## config.mk

```make
export PLATFORM = sky130hd
export DESIGN_NAME = scpa_cmd_fifo
export DESIGN_NICKNAME = d
export VERILOG_FILES = /design/src/hdl/scpa_pkg.sv /design/src/hdl/scpa_cmd_fifo.sv
export SDC_FILE = /design/constraint.sdc
export NUM_CORES = 1
export LEC_CHECK = 0
export BUFFER_PORTS_ARGS = -buffer_cell sky130_fd_sc_hd__buf_4
export CORE_ASPECT_RATIO = 1.1
export CORE_UTILIZATION = 57
export CTS_CLUSTER_DIAMETER = 50
export CTS_CLUSTER_SIZE = 12
export DETAILED_ROUTE_END_ITERATION = 8
export PLACE_DENSITY_LB_ADDON = 0.1
export SETUP_SLACK_MARGIN = 0.05
export SLEW_MARGIN = 25
export SYNTH_ARGS = -nofsm -noshare
export SYNTH_HDL_FRONTEND = slang
export SYNTH_SLANG_ARGS = --single-unit
```

## constraint.sdc

```tcl
create_clock -name i_clk -period 3.5 [get_ports i_clk]
set_input_delay 0.525 -clock i_clk [delete_from_list [all_inputs] [get_ports i_clk]]
set_output_delay 0.525 -clock i_clk [all_outputs]
set_load 0.005 [all_outputs]
```

## src/hdl/scpa_pkg.sv

```systemverilog
`timescale 1ns / 1ps
// ----------------------------------------------------------------------------
// Size-class pool allocator package
// Shared constants, status and command codes, and the payload structs.
// ----------------------------------------------------------------------------
package scpa_pkg;

    // Allocator geometry. The field widths below are sized for these values.
    localparam int NUM_CLASSES       = 14;
    localparam int MIN_SIZE_LOG2     = 5;
    localparam int HEADER_BYTES      = 8;
    localparam int STACK_DEPTH_DEF   = 256;

    localparam int CLS_W  = 4;
    localparam int LG_W   = 6;
    localparam int STAT_W = 3;
    localparam int ADDR_W = 32;
    localparam int SIZE_W = 32;

    // Depth of the command queue between front and back.
    localparam int CMD_DEPTH = 4;

    // Request operations.
    localparam logic OP_ALLOC = 1'b0;
    localparam logic OP_FREE  = 1'b1;

    // Result status codes.
    localparam logic [STAT_W-1:0] ST_REUSED      = 3'd0;
    localparam logic [STAT_W-1:0] ST_FRESH       = 3'd1;
    localparam logic [STAT_W-1:0] ST_LARGE_ALLOC = 3'd2;
    localparam logic [STAT_W-1:0] ST_POOLED_FREE = 3'd3;
    localparam logic [STAT_W-1:0] ST_LARGE_FREE  = 3'd4;
    localparam logic [STAT_W-1:0] ST_POOL_FULL   = 3'd5;

    // Classified command kinds handed from front to back.
    localparam logic [1:0] K_ALLOC       = 2'd0;
    localparam logic [1:0] K_ALLOC_LARGE = 2'd1;
    localparam logic [1:0] K_FREE        = 2'd2;
    localparam logic [1:0] K_FREE_LARGE  = 2'd3;

    typedef struct packed {
        logic              operation;
        logic [SIZE_W-1:0] request_size;
        logic [ADDR_W-1:0] block_address;
        logic [CLS_W-1:0]  header_class;
    } t_req;

    typedef struct packed {
        logic [STAT_W-1:0] status;
        logic [ADDR_W-1:0] result_address;
        logic [CLS_W-1:0]  size_class;
        logic [LG_W-1:0]   block_size_log2;
    } t_rsp;

    typedef struct packed {
        logic [1:0]        kind;
        logic [CLS_W-1:0]  size_class;
        logic [LG_W-1:0]   block_size_log2;
        logic [ADDR_W-1:0] block_address;
    } t_cmd;

endpackage

```

## src/hdl/scpa_cmd_fifo.sv

```systemverilog
`timescale 1ns / 1ps
// ----------------------------------------------------------------------------
// Size-class pool allocator command queue
// Small register queue that decouples the front end from the pool back end.
// ----------------------------------------------------------------------------
module scpa_cmd_fifo (
    input  logic              i_clk,
    input  logic              i_rst_n,
    input  logic              i_push,
    input  scpa_pkg::t_cmd    i_cmd,
    output logic              o_full,
    input  logic              i_pop,
    output scpa_pkg::t_cmd    o_cmd,
    output logic              o_empty
);

    localparam int PW = $clog2(scpa_pkg::CMD_DEPTH);

    scpa_pkg::t_cmd r_buf [scpa_pkg::CMD_DEPTH];
    logic [PW:0]    r_wr;
    logic [PW:0]    r_rd;

    assign o_empty = (r_wr == r_rd);
    assign o_full  = (r_wr[PW] != r_rd[PW]) && (r_wr[PW-1:0] == r_rd[PW-1:0]);
    assign o_cmd   = r_buf[r_rd[PW-1:0]];

    always_ff @(posedge i_clk) begin
        if (!i_rst_n) begin
            r_wr <= '0;
            r_rd <= '0;
        end else begin
            if (i_push && !o_full) begin
                r_wr <= r_wr + (PW+1)'(1);
            end
            if (i_pop && !o_empty) begin
                r_rd <= r_rd + (PW+1)'(1);
            end
        end
    end

    always_ff @(posedge i_clk) begin
        if (i_push && !o_full) begin
            r_buf[r_wr[PW-1:0]] <= i_cmd;
        end
    end

endmodule

```

==> results.sh <==
export IMPL_finalCriticalPeriod_ps=2688
export IMPL_die_area_sq_mm=0.01256
export IMPL_cts_tree="done"
export IMPL_nets=460
export IMPL_cp_data_arrival_time_ps=2160
export IMPL_final_cell_mix="176 x edfxtp_1, 99 x buf_4, 44 x mux4_2, 17 x clkbuf_16, 6 x dfxtp_1"
export IMPL_min_path_cells=1
export IMPL_initial_core_util=0.5930
export IMPL_netlist_area_sq_mm=0.006905
export IMPL_worstHoldStart="i_cmd[6]"
export IMPL_setup_violations=0
export IMPL_fin_ws_ps=811.7
export IMPL_vias_per_cell=5.791
export IMPL_drc=0
export IMPL_path_max_fanout=26
export IMPL_crit_path_end_kind="output port"
export IMPL_die_x_um=106.9
export IMPL_slew_viol_final=0
export IMPL_cts_root_buf="clkbuf_16"
export IMPL_wirelength_um=11620
export IMPL_critical_path_class="flop to output port"
export IMPL_maxCapViolCount=0
export IMPL_grt_max_degree=33
export IMPL_r2r_cells=4
export IMPL_grt_pass1_wl_um=18420
export IMPL_grt_use_total=0.2060
export IMPL_coreArea_sq_mm=0.01164
export IMPL_dr_pass1_iters=4
export IMPL_final_common_cell="edfxtp_1"
export IMPL_place_hpwl_um=7419
export IMPL_grt_overflow=0
export IMPL_cts_setup_buffers=0
export IMPL_cts_resized=0
export IMPL_finalCritPeriodShare=0.7681
export IMPL_clk_pin_slew_ps=60
export IMPL_r2r_setup_slack_ps=1180
export IMPL_die_h_um=117.4
export IMPL_slew_headroom=0.4601
export IMPL_grt_pass1_vias=3588
export IMPL_cts_sinks=184
export IMPL_rsz0062_at_grt="false"
export IMPL_drt_initial_drc_count=164
export IMPL_yosys_cell_types_count=30
export IMPL_postRouteAntennaNets=0
export IMPL_power_density_mw_per_mm2=743.5
export IMPL_clockBufferDepth=2
export IMPL_r2r_start="r_wr[1]$_SDFFE_PN0P_"
export IMPL_hp_class="primary input to flop"
export IMPL_antenna_found_initial=0
export IMPL_finalHoldViolCount=0
export IMPL_synth_cells=298
export IMPL_place_ws_ps=1166
export IMPL_area_growth_pct=22.09
export IMPL_setup_tns_ps=0
export IMPL_holdBufCountCts=0
export IMPL_cts_buffers=17
export IMPL_rows=41
export IMPL_yosysSeqAreaShare=0.7885
export IMPL_ys_warn_count=0
export IMPL_n_antenna_cell=0
export IMPL_port_buffers=93
export IMPL_outcome="complete, no violations"
export IMPL_vias=3301
export IMPL_worst_slew_pin_slew_ps=809.8
export IMPL_ys_ff_latch=184
export IMPL_synth_fp_nets=351
export IMPL_fmax_mhz=372.0
export IMPL_final_util=0.7240
export IMPL_clock_skew_ps=7.499
export IMPL_htree_levels=4
export IMPL_r2r_end="r_buf[1][26]$_DFFE_PP_"
export IMPL_wl_per_cell_um=20.39
export IMPL_hold_path_endpoint="r_buf[0][6]$_DFFE_PP_"
export IMPL_ios=94
export IMPL_clk_insertion_delay_late_ps=420
export IMPL_p_leak_nw=2.877
export IMPL_avgSynthCellArea_sq_um=23.17
export IMPL_ir_worst_vdd_uv=401.0
export IMPL_required_ps=2970
export IMPL_place_gp_congestion=0.7622
export IMPL_start_kind="flop"
export IMPL_layout_drive_gt1_share=0.4262
[stage by stage]
step / hold WS, ps / std cells / area [sq um] / total power, W
floorplan: 501.4 / 298 / 6905 / 0.003764
global placement: 530.1 / 538 / 7839 / 0.004434
detailed placement: 540.0 / 538 / 7839 / 0.004471
CTS: 280.1 / 570 / 8431 / 0.006344
global route: 277.4 / 570 / 8431 / 0.006545
finish: 295.8 / 570 / 8431 / 0.006268
[area by class of cell]
cell class              count  area [sq um]
well taps                 150         187.7
inverters                   5         18.77
clock inverters             9         123.9
clock buffers              23         467.9
multi-input cells          97          1379
fillers                   710          3214
flip-flops and latches    184          5450
repair buffers            102         803.3
[metal layers]
metal / GRT usage / part of all wire / vias to the layer above
met5: 0 / 0 / -
met4: 0.08733 / 0.014 / 0
met3: 0.06392 / 0.045 / 15
met2: 0.3415 / 0.53 / 100
met1: 0.2500 / 0.41 / 1706
li1: - / - / 1480
[critical path, cell delays in order, from the launching register on]
cell and delay (ps):
dfxtp_4 670, buf_4 360, mux4_2 540, buf_4 150
[cells by family after synthesis]
family | share of synthesized area
flops | 0.7885
xor+xnor | 0.007611
buf+inv | 0.01341
fa+ha+maj | 0.009060
compound gates | 0.01830
mux | 0.1435
simple gates | 0.01957
[Yosys cell counts (all sizes together)]
cell type | n | area [sq um]
edfxtp | 176 | 5285
xnor2 | 3 | 26.28
nand4 | 2 | 12.51
inv | 5 | 18.77
buf | 10 | 61.30
or4 | 1 | 7.510
and3 | 1 | 6.260
nand2 | 3 | 11.26
nand3b | 4 | 30.03
o211ai | 2 | 15.01
nor2 | 2 | 7.510
ha | 5 | 62.56
xor2 | 3 | 26.28
a41oi | 2 | 17.52
dfxtp | 8 | 160.2
o21ai | 4 | 20.02
a21oi | 2 | 10.01
a211oi | 1 | 7.510
nor3 | 4 | 20.02
mux4 | 44 | 991.0
a211o | 4 | 35.03
a31oi | 2 | 12.51
and2 | 4 | 25.02
clkbuf | 2 | 12.51
nand3 | 3 | 15.01
o31a | 1 | 8.760
[state kept, by name, summed over array words and instances, names as in the netlist, named ones only]
signal and flops:
r_rd 3, r_wr 3, r_buf 176
[worst max-delay path by stage]
stage | start | endpoint | slack, ps | cells after the start
after CTS | flop | o_cmd[2] | 710 | 3
after global placement | flop | o_cmd[15] | 1170 | 3
after global routing | flop | o_cmd[2] | 650 | 3
after detailed placement | r_wr[1]$_SDFFE_PN0P_ | r_buf[0][24]$_DFFE_PP_ | 1170 | 4
after floorplan | r_wr[0]$_SDFFE_PN0P_ | r_buf[3][0]$_DFFE_PP_ | 250 | 3
final | flop | o_cmd[2] | 810 | 3
[power breakdown]
group / internal [W] / switching (W)
Combinational: 0.000786 / 0.000634
Sequential: 0.00280 / 0.000175
Clock: 0.00115 / 0.000723
(Power assumes the default switching activity.)
