<file path="src/hdl/scpa_pkg.sv">
`timescale 1ns / 1ps
// ----------------------------------------------------------------------------
// Size-class pool allocator package
// Shared constants, status and command codes, and the payload structs.
// ----------------------------------------------------------------------------
package scpa_pkg;

    // Allocator geometry. The field widths below are sized for these values.
    localparam int NUM_CLASSES       = 14;
    localparam int MIN_SIZE_LOG2     = 5;
    localparam int HEADER_BYTES      = 8;
    localparam int STACK_DEPTH_DEF   = 256;

    localparam int CLS_W  = 4;
    localparam int LG_W   = 6;
    localparam int STAT_W = 3;
    localparam int ADDR_W = 32;
    localparam int SIZE_W = 32;

    // Depth of the command queue between front and back.
    localparam int CMD_DEPTH = 4;

    // Request operations.
    localparam logic OP_ALLOC = 1'b0;
    localparam logic OP_FREE  = 1'b1;

    // Result status codes.
    localparam logic [STAT_W-1:0] ST_REUSED      = 3'd0;
    localparam logic [STAT_W-1:0] ST_FRESH       = 3'd1;
    localparam logic [STAT_W-1:0] ST_LARGE_ALLOC = 3'd2;
    localparam logic [STAT_W-1:0] ST_POOLED_FREE = 3'd3;
    localparam logic [STAT_W-1:0] ST_LARGE_FREE  = 3'd4;
    localparam logic [STAT_W-1:0] ST_POOL_FULL   = 3'd5;

    // Classified command kinds handed from front to back.
    localparam logic [1:0] K_ALLOC       = 2'd0;
    localparam logic [1:0] K_ALLOC_LARGE = 2'd1;
    localparam logic [1:0] K_FREE        = 2'd2;
    localparam logic [1:0] K_FREE_LARGE  = 2'd3;

    typedef struct packed {
        logic              operation;
        logic [SIZE_W-1:0] request_size;
        logic [ADDR_W-1:0] block_address;
        logic [CLS_W-1:0]  header_class;
    } t_req;

    typedef struct packed {
        logic [STAT_W-1:0] status;
        logic [ADDR_W-1:0] result_address;
        logic [CLS_W-1:0]  size_class;
        logic [LG_W-1:0]   block_size_log2;
    } t_rsp;

    typedef struct packed {
        logic [1:0]        kind;
        logic [CLS_W-1:0]  size_class;
        logic [LG_W-1:0]   block_size_log2;
        logic [ADDR_W-1:0] block_address;
    } t_cmd;

endpackage

</file>
<file path="src/hdl/scpa_front.sv">
`timescale 1ns / 1ps
// ----------------------------------------------------------------------------
// Size-class pool allocator front end
// Registers a request, rounds its size and classifies it into a command.
// ----------------------------------------------------------------------------
module scpa_front (
    input  logic              i_clk,
    input  logic              i_rst_n,
    input  logic              i_push,
    output logic              o_full,
    input  scpa_pkg::t_req    i_req,
    output logic              o_cmd_push,
    input  logic              i_cmd_full,
    output scpa_pkg::t_cmd    o_cmd
);

    localparam int MW = scpa_pkg::SIZE_W + 1;

    // Position of the highest set bit.
    function automatic logic [scpa_pkg::LG_W-1:0] floor_log2(input logic [MW-1:0] v);
        logic [scpa_pkg::LG_W-1:0] p;
        p = '0;
        for (int i = 0; i < MW; i++) begin
            if (v[i]) begin
                p = scpa_pkg::LG_W'(i);
            end
        end
        return p;
    endfunction

    logic                           r_valid;
    logic                           r_op;
    logic [MW-1:0]                  r_m;
    logic [scpa_pkg::ADDR_W-1:0]    r_addr;
    logic [scpa_pkg::CLS_W-1:0]     r_tag;

    logic                           w_accept;
    logic                           w_drain;
    logic [MW-1:0]                  w_n;
    logic [MW-1:0]                  w_n_min;
    logic [scpa_pkg::LG_W-1:0]      w_lg;
    logic [scpa_pkg::LG_W-1:0]      w_cls_raw;

    assign o_full   = r_valid && i_cmd_full;
    assign w_accept = i_push && !o_full;
    assign w_drain  = r_valid && !i_cmd_full;

    // Stage A: header added and raised to the minimum block; m = n - 1.
    assign w_n     = MW'(i_req.request_size) + MW'(scpa_pkg::HEADER_BYTES);
    assign w_n_min = (w_n < MW'(1) << scpa_pkg::MIN_SIZE_LOG2)
                   ? (MW'(1) << scpa_pkg::MIN_SIZE_LOG2) : w_n;

    always_ff @(posedge i_clk) begin
        if (!i_rst_n) begin
            r_valid <= 1'b0;
        end else if (w_accept) begin
            r_valid <= 1'b1;
        end else if (w_drain) begin
            r_valid <= 1'b0;
        end
    end

    always_ff @(posedge i_clk) begin
        if (w_accept) begin
            r_op   <= i_req.operation;
            r_m    <= w_n_min - MW'(1);
            r_addr <= i_req.block_address;
            r_tag  <= i_req.header_class;
        end
    end

    // Stage B: ceiling log2 and class selection.
    assign w_lg      = floor_log2(r_m) + scpa_pkg::LG_W'(1);
    assign w_cls_raw = w_lg - scpa_pkg::LG_W'(scpa_pkg::MIN_SIZE_LOG2);

    assign o_cmd_push = w_drain;

    always_comb begin
        o_cmd.block_address = r_addr;
        if (r_op == scpa_pkg::OP_ALLOC) begin
            o_cmd.block_size_log2 = w_lg;
            if (w_cls_raw >= scpa_pkg::LG_W'(scpa_pkg::NUM_CLASSES)) begin
                o_cmd.kind       = scpa_pkg::K_ALLOC_LARGE;
                o_cmd.size_class = scpa_pkg::CLS_W'(scpa_pkg::NUM_CLASSES);
            end else begin
                o_cmd.kind       = scpa_pkg::K_ALLOC;
                o_cmd.size_class = w_cls_raw[scpa_pkg::CLS_W-1:0];
            end
        end else begin
            if (r_tag >= scpa_pkg::CLS_W'(scpa_pkg::NUM_CLASSES)) begin
                o_cmd.kind            = scpa_pkg::K_FREE_LARGE;
                o_cmd.size_class      = scpa_pkg::CLS_W'(scpa_pkg::NUM_CLASSES);
                o_cmd.block_size_log2 = '0;
            end else begin
                o_cmd.kind            = scpa_pkg::K_FREE;
                o_cmd.size_class      = r_tag;
                o_cmd.block_size_log2 = scpa_pkg::LG_W'(scpa_pkg::MIN_SIZE_LOG2)
                                      + scpa_pkg::LG_W'(r_tag);
            end
        end
    end

endmodule

</file>
<file path="config.mk">
export PLATFORM = sky130hd
export DESIGN_NAME = scpa_front
export DESIGN_NICKNAME = d
export VERILOG_FILES = /design/src/hdl/scpa_pkg.sv /design/src/hdl/scpa_front.sv
export SDC_FILE = /design/constraint.sdc
export NUM_CORES = 1
export LEC_CHECK = 0
export ABC_AREA = 0
export BUFFER_PORTS_ARGS = -buffer_cell sky130_fd_sc_hd__buf_2
export CORE_MARGIN = 2
export CORE_UTILIZATION = 50
export CTS_BUF_LIST = sky130_fd_sc_hd__clkbuf_16
export DETAILED_ROUTE_END_ITERATION = 7
export GPL_ROUTABILITY_DRIVEN = 0
export PLACE_DENSITY = 0.82
export SLEW_MARGIN = 20
export SYNTH_ARGS = -nofsm -noshare
export SYNTH_HDL_FRONTEND = slang
export SYNTH_SLANG_ARGS = --single-unit
</file>
<file path="constraint.sdc">
create_clock -name i_clk -period 7.1 [get_ports i_clk]
set_input_delay 2.13 -clock i_clk [delete_from_list [all_inputs] [get_ports i_clk]]
set_output_delay 2.13 -clock i_clk [all_outputs]
set_load 0.05 [all_outputs]
</file>
==> impl_metrics.toml <==
[flow_run]
max_cap_viol_count = 0

[routing]
post-route-drc-count = 0
viasPerCell = 6.10
finalWirelength_microns = 13100
firstDrtPassIters = 8
final_antenna_net_count = 0
drtIter0Drc = 399
routed-via-count = 4539
wire_per_inst_microns = 17.6

[clock_network]
htreeDepth = 3
cts_hold_buffers = 0
insertion_delay_ns = 0.32
cts_made_buffers = 9
root_buffer = "clkbuf_16"
cts_setup_buffers = 0
clk_pin_slew_ns = 0.06
post_cts_resized = 0
cts_buffer_depth = 2
cts_tree = "built"
clock_sinks = 70

[logic_synthesis]
seq_area_frac_synth = 0.420
async_reset_ff_frac = 0
synth.largest_area_cell = "edfxtp_1"
synth_nets = 571
synth_area_sq_um = 4980
synthTopCellsByArea = "edfxtp_1 (42%), xnor2_1 (5.8%), nor2_1 (3.4%)"
yosys_warnings = 0
avgSynthCellArea_sq_um = 10.2
synth_cell_types = 82
synth_top_area_share = 0.416
synth_ff_type = "edfxtp_1"
postSynthCellCount = 490
synth_edf_count = 69
synth-seq-cells = 70

[timing]
hold_violations = 0
tns_ns = 0
fmax_mhz = 162
holdWs_ns = 0.669
skew_ns = 0.00350
maxSlewViolCount = 0
setup_violations = 0
tightest_slew_ns = 0.766
relSlewSlack = 0.485
grt_setup_unrepaired = "no"
fin_crit_sh = 0.869
fin_crit_ns = 6.17

[global_route]
grt_pass1_wl_microns = 20900
met3_usage = 0.0327
grt-busiest-layer = "met2"
gr-usage-met1 = 0.296
grt_start_max_net_pins = 53
grt_pass1_vias = 4304
grt_usage = 0.240
antenna_found_initial = 0
grt.overflow.total = 0
use_met2 = 0.411

[outcome]
outcome = "finished clean"

[worst_setup_path]
end_kind = "register"
crit_fanout = 14
slowest_stage = "or4_4"
cp.required_ns = 7.17
critical_path_class = "in -> reg"
cp_top_family = "simple AND/OR/NAND/NOR gates"
cpMostUsedCell = "nand2_1"
worstPathArrival_ns = 6.24
worstPathCellList = "buf_2 > nand4_4 > or4_4 > nor2_4 > nand4_1 > a211oi_2 > nand3_1 > nand2_1 > ha_1 > and2_1 > nand2_1 > nor2_1 > o2111a_1 > nand4b_1 > xnor2_1"
critPathLaunchType = "input port"
slowest_delay_ns = 0.65
path_buf_inv = 1

[power_and_ir_drop]
leakage_nw = 2.24
vdd_drop_max_mv = 0.112
p_per_area_nw_per_um2 = 201

[finish]
drive_gt1_frac = 0.291
area_delta_synth_final_pct = 20.5
final_area_sq_um = 6000
antennaDiodeCount = 0
fin_nets = 687

[floorplanning]
initial_utilization = 0.512
fp.coreArea_sq_um = 9730
row_count = 36
io_pins = 119
die_area_sq_um = 10800
die_h_microns = 104
die_x_microns = 104

[placed_design]
hpwl_microns = 10000
placed_area_sq_um = 5680
io_buffers = 118

[hold_path]
hold_class = "reg -> reg"
## routing by layer
layer / wire [microns] / vias to the layer above
met1: 5300 / 2118
met5: 0 / -
met3: 971 / 51
met4: 468 / 0
met2: 6330 / 259
li1: - / 2111
## cell type report
class	instances	area, sq um
fillers	800	3730
flip-flops and latches	70	2090
inverters	20	75.1
well taps	133	166
repair buffers	124	636
clock inverters	7	96.3
clock buffers	9	225
multi-input cells	381	2710
## power breakdown
group	leakage, nW	total (W)	switching [W]	internal, W
sequential	0.676	0.000501	0.0000146	0.000486
clock	0.150	0.000476	0.000168	0.000308
combinational	1.41	0.000226	0.000159	0.0000671
total	2.24	0.00120	0.000342	0.000861
## through the flow
step                       util  total power, W  std cells  setup WS (ns)
after global routing      0.616         0.00125        744          0.673
after global placement    0.583        0.000723        728          0.875
after floorplan               -        0.000665        490           1.01
final                     0.616         0.00120        744          0.930
after detailed placement  0.583        0.000731        728          0.659
after CTS                 0.616         0.00121        744           1.00
## registers in the layout, indices dropped and copies added (netlist names)
signal / flops
r_m: 32
r_addr: 32
r_valid: 1
r_op: 1
r_tag: 4
## final timing paths
| kind | startpoint | to | slack [ns] | depth (start not counted) |
|---|---|---|---|---|
| worst min register to register | r_valid$_SDFFE_PN0P_ | r_valid$_SDFFE_PN0P_ | 0.67 | 2 |
| worst max-delay path | i_req[41] | r_m[30]$_DFFE_PP_ | 0.93 | 15 |
| worst max register to register | r_valid$_SDFFE_PN0P_ | r_m[7]$_DFFE_PP_ | 5.15 | 3 |
| worst min-delay path | r_valid$_SDFFE_PN0P_ | r_valid$_SDFFE_PN0P_ | 0.67 | 2 |
## placed cells by master, fill, tap and decap left out, types with 5 or more instances in the layout
| master | synthesis | routed |
|---|---|---|
| a211oi_1 | 5 | 5 |
| a21o_1 | 6 | 6 |
| a21oi_1 | 15 | 15 |
| a31oi_1 | 7 | 7 |
| and2_1 | 9 | 9 |
| and3_1 | 9 | 9 |
| buf_2 | 6 | 118 |
| buf_4 | 2 | 6 |
| clkbuf_16 | 0 | 9 |
| edfxtp_1 | 69 | 69 |
| ha_1 | 8 | 8 |
| inv_1 | 20 | 20 |
| mux2i_1 | 8 | 8 |
| nand2_1 | 29 | 29 |
| nand2b_1 | 5 | 5 |
| nand3_1 | 26 | 26 |
| nand4_1 | 11 | 11 |
| nor2_1 | 45 | 45 |
| nor2b_1 | 7 | 6 |
| nor3_1 | 16 | 16 |
| o21ai_0 | 14 | 14 |
| o22ai_1 | 6 | 6 |
| or4_1 | 5 | 5 |
| xnor2_1 | 33 | 33 |
| xor2_1 | 18 | 18 |
## tightest hold or removal path: stages (launching register included)
cell and delay, ns:
dfxtp_1 0.31, and2_1 0.20, o21a_1 0.12
## logic make-up after synthesis
| logic type | count (synthesis) | synth area share |
|---|---|---|
| compound gates | 111 | 0.173 |
| xor+xnor | 51 | 0.0897 |
| fa+ha+maj | 8 | 0.0201 |
| buf+inv | 39 | 0.0375 |
| flops | 70 | 0.420 |
| mux | 8 | 0.0161 |
| simple gates | 203 | 0.243 |
## synth_stat cells (8+ instances only)
cell and instances:
edfxtp_1 69, nor2_1 45, xnor2_1 33, nand2_1 29
nand3_1 26, inv_1 20, xor2_1 18, nor3_1 16
a21oi_1 15, o21ai_0 14, nand4_1 11, and2_1 9
and3_1 9, ha_1 8, mux2i_1 8
Power figures use the tool's default switching activity.
